<file path="src/sv/kbdsc_pkg.sv">
package kbdsc_pkg;

	// scan codes with an action
	localparam logic [7:0] CODE_BACKSPACE = 8'h0e;
	localparam logic [7:0] CODE_ENTER     = 8'h1c;
	localparam logic [7:0] CODE_LSHIFT    = 8'h2a;
	localparam logic [7:0] CODE_RSHIFT    = 8'h36;
	localparam logic [7:0] CODE_LSHIFT_UP = 8'haa;
	localparam logic [7:0] CODE_RSHIFT_UP = 8'hb6;
	localparam logic [7:0] CODE_CAPS      = 8'h3a;
	localparam logic [7:0] CODE_NUM       = 8'h45;
	localparam logic [7:0] CODE_SCROLL    = 8'h46;
	localparam logic [7:0] CODE_ACK       = 8'hfa;
	localparam logic [7:0] CODE_RESEND    = 8'hfe;

	localparam logic [7:0] CHAR_BACKSPACE = 8'h08;
	localparam logic [7:0] CHAR_NEWLINE   = 8'h0a;
	localparam logic [7:0] LED_COMMAND    = 8'hed;
	localparam logic [7:0] CASE_OFFSET    = 8'h20;
	localparam logic [7:0] LAST_CMD_RESET = 8'hff;

	localparam logic DEST_WINDOW     = 1'b0;
	localparam logic DEST_CONTROLLER = 1'b1;

	// led mask bits
	localparam logic [2:0] LED_SCROLL = 3'b001;
	localparam logic [2:0] LED_NUM    = 3'b010;
	localparam logic [2:0] LED_CAPS   = 3'b100;

	// one classified scan code: one or two results, the second always to the controller
	typedef struct packed {
		logic       two;
		logic       dest0;
		logic [7:0] byte0;
		logic [7:0] byte1;
	} entry_t;

	function automatic logic [7:0] plain_char(input logic [6:0] code);
		logic [7:0] ch;
		case (code)
			7'h02: ch = 8'h31; 7'h03: ch = 8'h32; 7'h04: ch = 8'h33; 7'h05: ch = 8'h34;
			7'h06: ch = 8'h35; 7'h07: ch = 8'h36; 7'h08: ch = 8'h37; 7'h09: ch = 8'h38;
			7'h0a: ch = 8'h39; 7'h0b: ch = 8'h30; 7'h0c: ch = 8'h2d; 7'h0d: ch = 8'h3d;
			7'h10: ch = 8'h51; 7'h11: ch = 8'h57; 7'h12: ch = 8'h45; 7'h13: ch = 8'h52;
			7'h14: ch = 8'h54; 7'h15: ch = 8'h59; 7'h16: ch = 8'h55; 7'h17: ch = 8'h49;
			7'h18: ch = 8'h4f; 7'h19: ch = 8'h50; 7'h1a: ch = 8'h5b; 7'h1b: ch = 8'h5d;
			7'h1e: ch = 8'h41; 7'h1f: ch = 8'h53; 7'h20: ch = 8'h44; 7'h21: ch = 8'h46;
			7'h22: ch = 8'h47; 7'h23: ch = 8'h48; 7'h24: ch = 8'h4a; 7'h25: ch = 8'h4b;
			7'h26: ch = 8'h4c; 7'h27: ch = 8'h3b; 7'h28: ch = 8'h27; 7'h29: ch = 8'h60;
			7'h2b: ch = 8'h5c; 7'h2c: ch = 8'h5a; 7'h2d: ch = 8'h58; 7'h2e: ch = 8'h43;
			7'h2f: ch = 8'h56; 7'h30: ch = 8'h42; 7'h31: ch = 8'h4e; 7'h32: ch = 8'h4d;
			7'h33: ch = 8'h2c; 7'h34: ch = 8'h2e; 7'h35: ch = 8'h2f; 7'h37: ch = 8'h2a;
			7'h39: ch = 8'h20;
			7'h47: ch = 8'h37; 7'h48: ch = 8'h38; 7'h49: ch = 8'h39; 7'h4a: ch = 8'h2d;
			7'h4b: ch = 8'h34; 7'h4c: ch = 8'h35; 7'h4d: ch = 8'h36; 7'h4e: ch = 8'h2b;
			7'h4f: ch = 8'h31; 7'h50: ch = 8'h32; 7'h51: ch = 8'h33; 7'h52: ch = 8'h30;
			7'h53: ch = 8'h2e;
			default: ch = 8'h00;
		endcase
		return ch;
	endfunction

	// shifted layout differs from the plain one only on digits and punctuation
	function automatic logic [7:0] shifted_char(input logic [6:0] code);
		logic [7:0] ch;
		case (code)
			7'h02: ch = 8'h21; 7'h03: ch = 8'h40; 7'h04: ch = 8'h23; 7'h05: ch = 8'h24;
			7'h06: ch = 8'h25; 7'h07: ch = 8'h5e; 7'h08: ch = 8'h26; 7'h09: ch = 8'h2a;
			7'h0a: ch = 8'h28; 7'h0b: ch = 8'h29; 7'h0c: ch = 8'h5f; 7'h0d: ch = 8'h2b;
			7'h1a: ch = 8'h7b; 7'h1b: ch = 8'h7d; 7'h27: ch = 8'h3a; 7'h28: ch = 8'h22;
			7'h29: ch = 8'h7e; 7'h2b: ch = 8'h7c; 7'h33: ch = 8'h3c; 7'h34: ch = 8'h3e;
			7'h35: ch = 8'h3f;
			default: ch = plain_char(code);
		endcase
		return ch;
	endfunction

endpackage

</file>
<file path="src/sv/kbdsc_front.sv">
// classifies each scan code, keeps shift and lock state, builds queue entries
module kbdsc_front (
	input  logic                  clk,
	input  logic                  arst_n,
	input  logic                  accept,
	input  logic [7:0]            scan_code,
	output logic                  push,
	output kbdsc_pkg::entry_t     entry
);

	logic [1:0] shift_q;
	logic [2:0] leds_q;
	logic [7:0] last_cmd_q;

	logic [7:0] ch;
	logic [7:0] ch_cased;
	logic       is_letter;
	logic       has_result;
	logic [2:0] leds_next;
	logic [1:0] shift_next;
	logic       led_toggle;

	always_comb begin
		ch = 8'h00;
		if (!scan_code[7]) begin
			ch = (shift_q == 2'b00) ? kbdsc_pkg::plain_char(scan_code[6:0])
			                        : kbdsc_pkg::shifted_char(scan_code[6:0]);
		end
		is_letter = (ch >= 8'h41) && (ch <= 8'h5a);
		// lower case unless exactly one of caps and shift is active
		ch_cased = (is_letter && ((leds_q[2] != 1'b0) == (shift_q != 2'b00)))
			? ch + kbdsc_pkg::CASE_OFFSET : ch;
	end

	always_comb begin
		entry.two   = 1'b0;
		entry.dest0 = kbdsc_pkg::DEST_WINDOW;
		entry.byte0 = ch_cased;
		entry.byte1 = 8'h00;
		has_result  = (ch != 8'h00);
		leds_next   = leds_q;
		shift_next  = shift_q;
		led_toggle  = 1'b0;
		case (scan_code)
			kbdsc_pkg::CODE_BACKSPACE: begin
				entry.byte0 = kbdsc_pkg::CHAR_BACKSPACE;
				has_result  = 1'b1;
			end
			kbdsc_pkg::CODE_ENTER: begin
				entry.byte0 = kbdsc_pkg::CHAR_NEWLINE;
				has_result  = 1'b1;
			end
			kbdsc_pkg::CODE_LSHIFT:    shift_next = shift_q | 2'b01;
			kbdsc_pkg::CODE_RSHIFT:    shift_next = shift_q | 2'b10;
			kbdsc_pkg::CODE_LSHIFT_UP: shift_next = shift_q & 2'b10;
			kbdsc_pkg::CODE_RSHIFT_UP: shift_next = shift_q & 2'b01;
			kbdsc_pkg::CODE_CAPS: begin
				leds_next  = leds_q ^ kbdsc_pkg::LED_CAPS;
				led_toggle = 1'b1;
			end
			kbdsc_pkg::CODE_NUM: begin
				leds_next  = leds_q ^ kbdsc_pkg::LED_NUM;
				led_toggle = 1'b1;
			end
			kbdsc_pkg::CODE_SCROLL: begin
				leds_next  = leds_q ^ kbdsc_pkg::LED_SCROLL;
				led_toggle = 1'b1;
			end
			kbdsc_pkg::CODE_RESEND: begin
				entry.dest0 = kbdsc_pkg::DEST_CONTROLLER;
				entry.byte0 = last_cmd_q;
				has_result  = 1'b1;
			end
			default: begin
			end
		endcase
		if (led_toggle) begin
			entry.two   = 1'b1;
			entry.dest0 = kbdsc_pkg::DEST_CONTROLLER;
			entry.byte0 = kbdsc_pkg::LED_COMMAND;
			entry.byte1 = {5'b00000, leds_next};
			has_result  = 1'b1;
		end
		push = accept && has_result;
	end

	always_ff @(posedge clk or negedge arst_n) begin
		if (!arst_n) begin
			shift_q    <= 2'b00;
			leds_q     <= 3'b000;
			last_cmd_q <= kbdsc_pkg::LAST_CMD_RESET;
		end else if (accept) begin
			shift_q <= shift_next;
			leds_q  <= leds_next;
			if (led_toggle) begin
				last_cmd_q <= {5'b00000, leds_next};
			end
		end
	end

endmodule

</file>
<file path="src/sv/kbdsc_queue.sv">
// two-entry queue between classifier and output sequencer
module kbdsc_queue (
	input  logic                  clk,
	input  logic                  arst_n,
	input  logic                  push,
	input  kbdsc_pkg::entry_t     push_entry,
	input  logic                  pop,
	output logic                  full,
	output logic                  not_empty,
	output kbdsc_pkg::entry_t     head
);

	kbdsc_pkg::entry_t mem_q [2];
	logic       wr_ptr_q;
	logic       rd_ptr_q;
	logic [1:0] count_q;

	assign full      = count_q[1];
	assign not_empty = (count_q != 2'd0);
	assign head      = mem_q[rd_ptr_q];

	always_ff @(posedge clk) begin
		if (push) begin
			mem_q[wr_ptr_q] <= push_entry;
		end
	end

	always_ff @(posedge clk or negedge arst_n) begin
		if (!arst_n) begin
			wr_ptr_q <= 1'b0;
			rd_ptr_q <= 1'b0;
			count_q  <= 2'd0;
		end else begin
			if (push) begin
				wr_ptr_q <= ~wr_ptr_q;
			end
			if (pop) begin
				rd_ptr_q <= ~rd_ptr_q;
			end
			case ({push, pop})
				2'b10:   count_q <= count_q + 2'd1;
				2'b01:   count_q <= count_q - 2'd1;
				default: count_q <= count_q;
			endcase
		end
	end

endmodule

</file>
<file path="src/sv/kbdsc_back.sv">
// splits queue entries into result items behind an output register
module kbdsc_back (
	input  logic                  clk,
	input  logic                  arst_n,
	input  logic                  avail,
	input  kbdsc_pkg::entry_t     head,
	output logic                  pop,
	output logic                  out_valid,
	input  logic                  out_ready,
	output logic [7:0]            out_data,
	output logic                  out_dest,
	output logic                  out_last
);

	logic       valid_q;
	logic       second_q;
	logic [7:0] byte1_q;
	logic [7:0] data_q;
	logic       dest_q;
	logic       last_q;
	logic       load;

	assign load      = !valid_q || out_ready;
	assign pop       = load && !second_q && avail;
	assign out_valid = valid_q;
	assign out_data  = data_q;
	assign out_dest  = dest_q;
	assign out_last  = last_q;

	always_ff @(posedge clk or negedge arst_n) begin
		if (!arst_n) begin
			valid_q  <= 1'b0;
			second_q <= 1'b0;
		end else if (load) begin
			if (second_q) begin
				valid_q  <= 1'b1;
				second_q <= 1'b0;
			end else begin
				valid_q  <= avail;
				second_q <= avail && head.two;
			end
		end
	end

	always_ff @(posedge clk) begin
		if (load) begin
			if (second_q) begin
				data_q <= byte1_q;
				dest_q <= kbdsc_pkg::DEST_CONTROLLER;
				last_q <= 1'b1;
			end else if (avail) begin
				data_q  <= head.byte0;
				dest_q  <= head.dest0;
				last_q  <= !head.two;
				byte1_q <= head.byte1;
			end
		end
	end

endmodule

</file>
<file path="src/sv/keyboard_scan_code_translator.sv">
// channel   dir  tdata          tuser            tlast
// s_axis    in   scan_code[7:0] -                -
// m_axis    out  data_byte[7:0] destination      last_of_run
//
// one scan code is accepted per cycle while the two-entry queue has room
// each scan code gives zero, one or two result items; the output register sends one per cycle
// while m_axis_tready is high, so two-result scan codes (led toggle) lower the sustained rate
// an accepted scan code enters the queue, then its first result item loads the output register
// arst_n clears shift and lock state, sets the last command byte to 0xff and empties the queue
// a stalled output fills the queue and then drops s_axis_tready; no item is lost
module keyboard_scan_code_translator (
	input  logic       clk,
	input  logic       arst_n,
	input  logic       s_axis_tvalid,
	output logic       s_axis_tready,
	input  logic [7:0] s_axis_tdata,   // [7:0] scan_code
	output logic       m_axis_tvalid,
	input  logic       m_axis_tready,
	output logic [7:0] m_axis_tdata,   // [7:0] data_byte
	output logic       m_axis_tuser,   // [0] destination, 1 = keyboard controller
	output logic       m_axis_tlast    // last result item of this scan code
);

	logic              accept;
	logic              push;
	logic              pop;
	logic              full;
	logic              not_empty;
	kbdsc_pkg::entry_t push_entry;
	kbdsc_pkg::entry_t head;

	// front side only waits for queue room, never for the output
	assign s_axis_tready = !full;
	assign accept        = s_axis_tvalid && s_axis_tready;

	// classifier: table lookup, case fold, shift and lock tracking
	kbdsc_front u_front (
		.clk       (clk),
		.arst_n    (arst_n),
		.accept    (accept),
		.scan_code (s_axis_tdata),
		.push      (push),
		.entry     (push_entry)
	);

	// codes with no result never take a queue slot
	kbdsc_queue u_queue (
		.clk        (clk),
		.arst_n     (arst_n),
		.push       (push),
		.push_entry (push_entry),
		.pop        (pop),
		.full       (full),
		.not_empty  (not_empty),
		.head       (head)
	);

	// sequencer: first byte, then the led mask for two-result entries
	kbdsc_back u_back (
		.clk       (clk),
		.arst_n    (arst_n),
		.avail     (not_empty),
		.head      (head),
		.pop       (pop),
		.out_valid (m_axis_tvalid),
		.out_ready (m_axis_tready),
		.out_data  (m_axis_tdata),
		.out_dest  (m_axis_tuser),
		.out_last  (m_axis_tlast)
	);

endmodule

</file>
<file path="config.mk">
export PLATFORM = sky130hd
export DESIGN_NAME = keyboard_scan_code_translator
export DESIGN_NICKNAME = d
export VERILOG_FILES = /design/src/sv/kbdsc_pkg.sv /design/src/sv/kbdsc_front.sv /design/src/sv/kbdsc_queue.sv /design/src/sv/kbdsc_back.sv /design/src/sv/keyboard_scan_code_translator.sv
export SDC_FILE = /design/constraint.sdc
export NUM_CORES = 1
export LEC_CHECK = 0
export ABC_CLOCK_PERIOD_IN_PS = 5700
export BUFFER_PORTS_ARGS = -buffer_cell sky130_fd_sc_hd__buf_2
export CELL_PAD_IN_SITES_DETAIL_PLACEMENT = 0
export CELL_PAD_IN_SITES_GLOBAL_PLACEMENT = 1
export CORE_MARGIN = 2
export CORE_UTILIZATION = 50
export DETAILED_ROUTE_END_ITERATION = 7
export GPL_TIMING_DRIVEN = 0
export PLACE_DENSITY = 0.8
export SKIP_LAST_GASP = 1
export SYNTH_ARGS = -nofsm -noshare
export SYNTH_HDL_FRONTEND = slang
export SYNTH_SLANG_ARGS = --single-unit
export TNS_END_PERCENT = 1
</file>
<file path="constraint.sdc">
create_clock -name clk -period 5.7 [get_ports clk]
set_clock_uncertainty 0.15 [all_clocks]
set_input_delay 1.14 -clock clk [delete_from_list [all_inputs] [get_ports clk]]
set_output_delay 1.14 -clock clk [all_outputs]
set_load 0.02 [all_outputs]
</file>
# == Word-level counts from Yosys, hierarchy flattened ==
# Memory sizes are Yosys's and may differ from the RTL's.
# Index checks and enable logic that the tools add are counted.
# W data, S select, Z words.
# classes
mux,21
bitwise_logic,10
n_mul,0
n_addsub,3
eq_ne,34
n_reduce_logical,27
order_cmp,2
shifts,0
div,0
# ops
op,n
$pmux W8 S21,1
$eq A7 B6 Y1 const B,7
$eq A7 B4 Y1 const B,6
$mux W8,5
$eq A7 B3 Y1 const B,4
$eq A8 B6 Y1 const B,3
$eq A8 B8 Y1 const B,3
$pmux W8 S3,1
$mux W18,1
$eq A8 B7 Y1 const B,2
$eq A7 B2 Y1 const B,2
$eq A7 B5 Y1 const B,2
$reduce_bool A2 Y1,6
$mux W1,10
$not A1 Y1,10
$pmux W3 S3,1
$add A8 B6 Y8 const B,1
$eq A8 B4 Y1 const B,1
$eq A8 B5 Y1 const B,1
$ge A8 B7 Y1 const B,1
$le A8 B7 Y1 const B,1
$pmux W2 S4,1
$reduce_and A4 Y1,2
$reduce_bool A8 Y1,1
other kinds (13),24
# word_totals
memories,3
ramBits,36
out_inout_bits,12
register_bits,37
latch_bits,0
mem_bits_ro,1792
# mem_list
name,words,word_bits,read_ports,rd_ports_with_merged_regs,write_ports,line_no,rtl
(name not given),128,7,1,0,0,kbdsc_pkg.sv:40,case (code)
(name not given),128,7,1,0,0,kbdsc_pkg.sv:40,
u_queue.mem_q,2,18,1,0,1,kbdsc_queue.sv:13,kbdsc_pkg::entry_t mem_q [2];

# == Depth between registers and ports, before layout ==
# depth
word_depth,10
depth_mapped,16
mapped_depth_nobuf,14

# == Hierarchy ==
# A second synthesis with hierarchy kept.
# hier_totals
hier_cells,428
hier_area_um2,4589.4
# by_module_without_submodules
module,seq_area_each_um2,area_per_inst_um2,cells_per_inst,instances
kbdsc_front,230.2,2263.4,314,1
kbdsc_queue,1181.1,1529.0,71,1
kbdsc_back,590.6,787.0,41,1
keyboard_scan_code_translator,0.0,10.0,2,1

# == Least setup slack after synthesis ==
# OpenSTA, ideal clock, no wires.
# synth_timing
kind,input port to flip-flop
start,input port s_axis_tdata[1]
end,"memory u_queue.mem_q[1][0] (netlist name), enable pin"
stages,13
setup_time_ps,382
setup_slack_ps,1444
n_path_buf,2
arrival_time_ps,3724
path_cell_list,inv_1 ha_1 buf_2 and2_1 o211ai_1 and2_1 buf_2 a31oi_2 o22ai_1 o31a_1 inv_1 o31ai_2 nor2_1
# synth_via
elab_chain_cells,10
word_cells_on_any_way,41
# synth_lines
element,line_no,rtl
start: declaration,keyboard_scan_code_translator.sv:16,"input logic [7:0] s_axis_tdata,"
"$mem_v2 Z128 W7, or another cell as far along",-,
$pmux W8 S21,kbdsc_pkg.sv:66,case (code)
$mux W8,kbdsc_front.sv:26,ch = (shift_q == 2'b00) ? kbdsc_pkg::plain_char(scan_code[6:0])
$mux W8,kbdsc_front.sv:25,if (!scan_code[7]) begin
$reduce_bool A8 Y1,kbdsc_front.sv:40,has_result = (ch != 8'h00);
$mux W1,kbdsc_front.sv:44,case (scan_code)
$mux W1 (*),kbdsc_front.sv:77,if (led_toggle) begin
$logic_and A1 B1 Y1 (*),kbdsc_front.sv:84,push = accept && has_result;
$mux W1 (*),kbdsc_queue.sv:23,if (push) begin
$mux W1 (implied by the code) (*),kbdsc_queue.sv:24,mem_q[wr_ptr_q] <= push_entry;
end: declaration,kbdsc_queue.sv:13,
# Every way passes the cells marked *; elsewhere a longest branch is shown, timed or not.

# == Worst setup path after layout ==
# layout_timing
start,input port s_axis_tdata[0]
end,"memory u_queue.mem_q[1][9] (netlist name), enable pin"
# Same word-level chain as after synthesis.

==> qor.yml <==
start_util: 0.519
drive_above_1_share: 0.167
cts_tree: "done"
tns_ps: 0
worst_pin_slew_ps: 1070
numCtsBuffers: 5
ys.flop_type: "edfxtp_1"
max_slew_margin: 0.287
io_buffers: 22
synth_top_cells_by_area: "edfxtp_1, dfrtp_1, ha_1, nor2_1, mux2i_1"
postCtsHoldBufs: 0
vias: 3465
die-area_um2: 8800
drtIter0Drc: 249
place_congestion: 0.967
mappedNetlistArea_um2: 4030
ys_async_sr_fraction: 0.278
root_buffer: "clkbuf_8"
clock_sinks: 54
post_cts_buffers: 0
synth-seq-area-share: 0.385
drc: 0
antennaDiodeCount: 0
setup_violations: 0
synth.largest_area_cell: "edfxtp_1"
nets: 480
dieHeight_um: 93.8
yosys_warnings: 0
die_w_um: 93.8
finalInstanceArea_um2: 4380
grt_pass1_wl_mm: 18.0
fmax_mhz: 199
ctsResizeCount: 0
p_leak_nw: 1.70
critical_path_class: "primary input to register"
synth_cells: 425
period_share: 0.882
pwr_density_cell_nw_per_um2: 300
synthDistinctLibCells: 85
rsz0062_at_grt: "no"
placed_area_um2: 4270
required_ps: 5470
wl_per_cell_um: 19.7
post-route-min-period_ps: 5030
min_path_type: "register to register"
status: "complete, no violations"
routed_via_density: 6.22
synth-edff-count: 39
cp-start-kind: "primary input"
peakVddDrop_uv: 122
slew_violations: 0
maxCapViolCount: 0
hold_violations: 0
path_max_fanout: 13
grt_pass1_vias: 3449
power_mw: 1.31
grt_max_degree: 17
grt_overflow: 0
arrival_ps: 4800
synth_area_per_cell_um2: 9.49
area_growth_pct: 8.53
design.core.area_um2: 7770
syn_nets: 451
clkTransAtPathRegs_ps: 90
fillers: 720
fin_hold_ws_ps: 345
yosysTopAreaCellShare: 0.290
htreeDepth: 2
antenna_found_initial: 0
track_usage: 0.263
postRouteAntennaNets: 0
clk_latency_ps: 300
synth_seq_cells: 54
io_pins: 24
dp_hpwl_mm: 8.48
drtPass1Iterations: 5
crit_path_end_kind: "register"
drt_wl_total_mm: 11.0
placementRows: 32
cts_buffer_depth: 2
## flip-flops by register name (all words and copies together) (netlist names)
name                cells
u_queue.mem_q          26
u_back.out_data         8
u_front.last_cmd_q      4
u_back.byte1_q          3
u_front.leds_q          3
u_front.shift_q         2
u_queue.count_q         2
u_back.out_dest         1
u_back.out_last         1
u_back.out_valid        1
u_back.second_q         1
u_queue.rd_ptr_q        1
u_queue.wr_ptr_q        1
## metal layers
metal	track usage	routed length, µm	vias to the layer above
li1	-	-	1656
met1	0.299	4340	1631
met2	0.496	5740	147
met3	0.0169	487	31
met4	0.128	433	0
met5	0	0	-
## cell usage in the layout, fill, tap and decap left out, types with 8 or more instances in the layout
cell type | synthesis | routed
a21oi_1 | 27 | 27
inv_1 | 13 | 13
buf_2 | 12 | 34
dfrtp_1 | 11 | 11
nand2_1 | 34 | 34
nand2b_1 | 10 | 10
mux2i_1 | 14 | 14
ha_1 | 14 | 14
o21ai_0 | 24 | 24
clkbuf_1 | 11 | 12
nor2_1 | 39 | 39
edfxtp_1 | 39 | 39
nand3_1 | 8 | 8
## report_power, final
| part | switching [mW] | internal, mW | total [mW] |
|---|---|---|---|
| registers | 0.0328 | 0.540 | 0.573 |
| logic | 0.312 | 0.181 | 0.493 |
| clock network | 0.115 | 0.130 | 0.245 |
| total | 0.460 | 0.851 | 1.31 |
## kinds of logic (layout without fill, tap and decap cells)
logic type / after synthesis / count (layout) / share of synthesized area
and+or+nand+nor: 153 / 153 / 0.207
muxes: 19 / 19 / 0.0515
AOI/OAI and AO/OA: 131 / 131 / 0.239
DFF: 54 / 54 / 0.385
xor gates and xnor gates: 9 / 9 / 0.0195
buffers and inverters: 45 / 75 / 0.0558
adders and majority gates: 14 / 14 / 0.0434
## final cells by class
cell class | count | area [µm²] | area share
Timing Repair Buffer | 22 | 110 | 0.0252
Inverter | 15 | 56.3 | 0.0129
Tap cell | 102 | 128 | 0.0292
Buffer | 30 | 169 | 0.0386
Multi-Input combinational cell | 326 | 2260 | 0.516
Sequential cell | 54 | 1550 | 0.354
Clock inverter | 2 | 33.8 | 0.00772
Clock buffer | 6 | 72.6 | 0.0166
## worst max-delay path, cell delays in order
cell,delay [ps]
buf_2,180
inv_1,250
ha_1,350
clkbuf_1,410
nand3_1,160
nor4_1,830
nor2_1,280
nand4_1,190
o31ai_2,120
nor2_1,850
## final timing paths
path / end / cells past startpoint / slack (ps) / startpoint
max: u_queue.mem_q[1][9]$_DFFE_PP_ / 10 / 670 / s_axis_tdata[0]
min: u_front.last_cmd_q[0]$_DFFE_PN1P_ / 2 / 350 / u_front.last_cmd_q[0]$_DFFE_PN1P_
max reg2reg: u_queue.mem_q[1][9]$_DFFE_PP_ / 6 / 2650 / u_front.shift_q[1]$_DFFE_PN0P_
min reg2reg: u_front.last_cmd_q[0]$_DFFE_PN1P_ / 2 / 350 / u_front.last_cmd_q[0]$_DFFE_PN1P_
max in group asynchronous: u_front.last_cmd_q[0]$_DFFE_PN1P_ / 1 / 4510 / arst_n
min in group asynchronous: u_back.out_valid$_DFFE_PN0N_ / 1 / 580 / arst_n
## cell usage after synthesis (5+ instances only)
| library cell | number |
|---|---|
| edfxtp_1 | 39 |
| nor2_1 | 39 |
| nand2_1 | 34 |
| a21oi_1 | 27 |
| o21ai_0 | 24 |
| ha_1 | 14 |
| mux2i_1 | 14 |
| inv_1 | 13 |
| buf_2 | 12 |
| clkbuf_1 | 11 |
| dfrtp_1 | 11 |
| nand2b_1 | 10 |
| nand3_1 | 8 |
| and2_1 | 7 |
| and3_1 | 7 |
| nor2b_1 | 7 |
| o211ai_1 | 7 |
| xnor2_1 | 7 |
| a21o_1 | 5 |
| a22oi_1 | 5 |
| buf_6 | 5 |
| nor3_1 | 5 |
| o31ai_1 | 5 |
## metrics by stage
step,worst slack (ps),utilization,cells
after floorplan,1440,-,425
after global placement,512,0.550,549
after detailed placement,399,0.550,549
after CTS,720,0.564,557
after global routing,204,0.564,557
final,671,0.564,557
(Power assumes the default switching activity.)
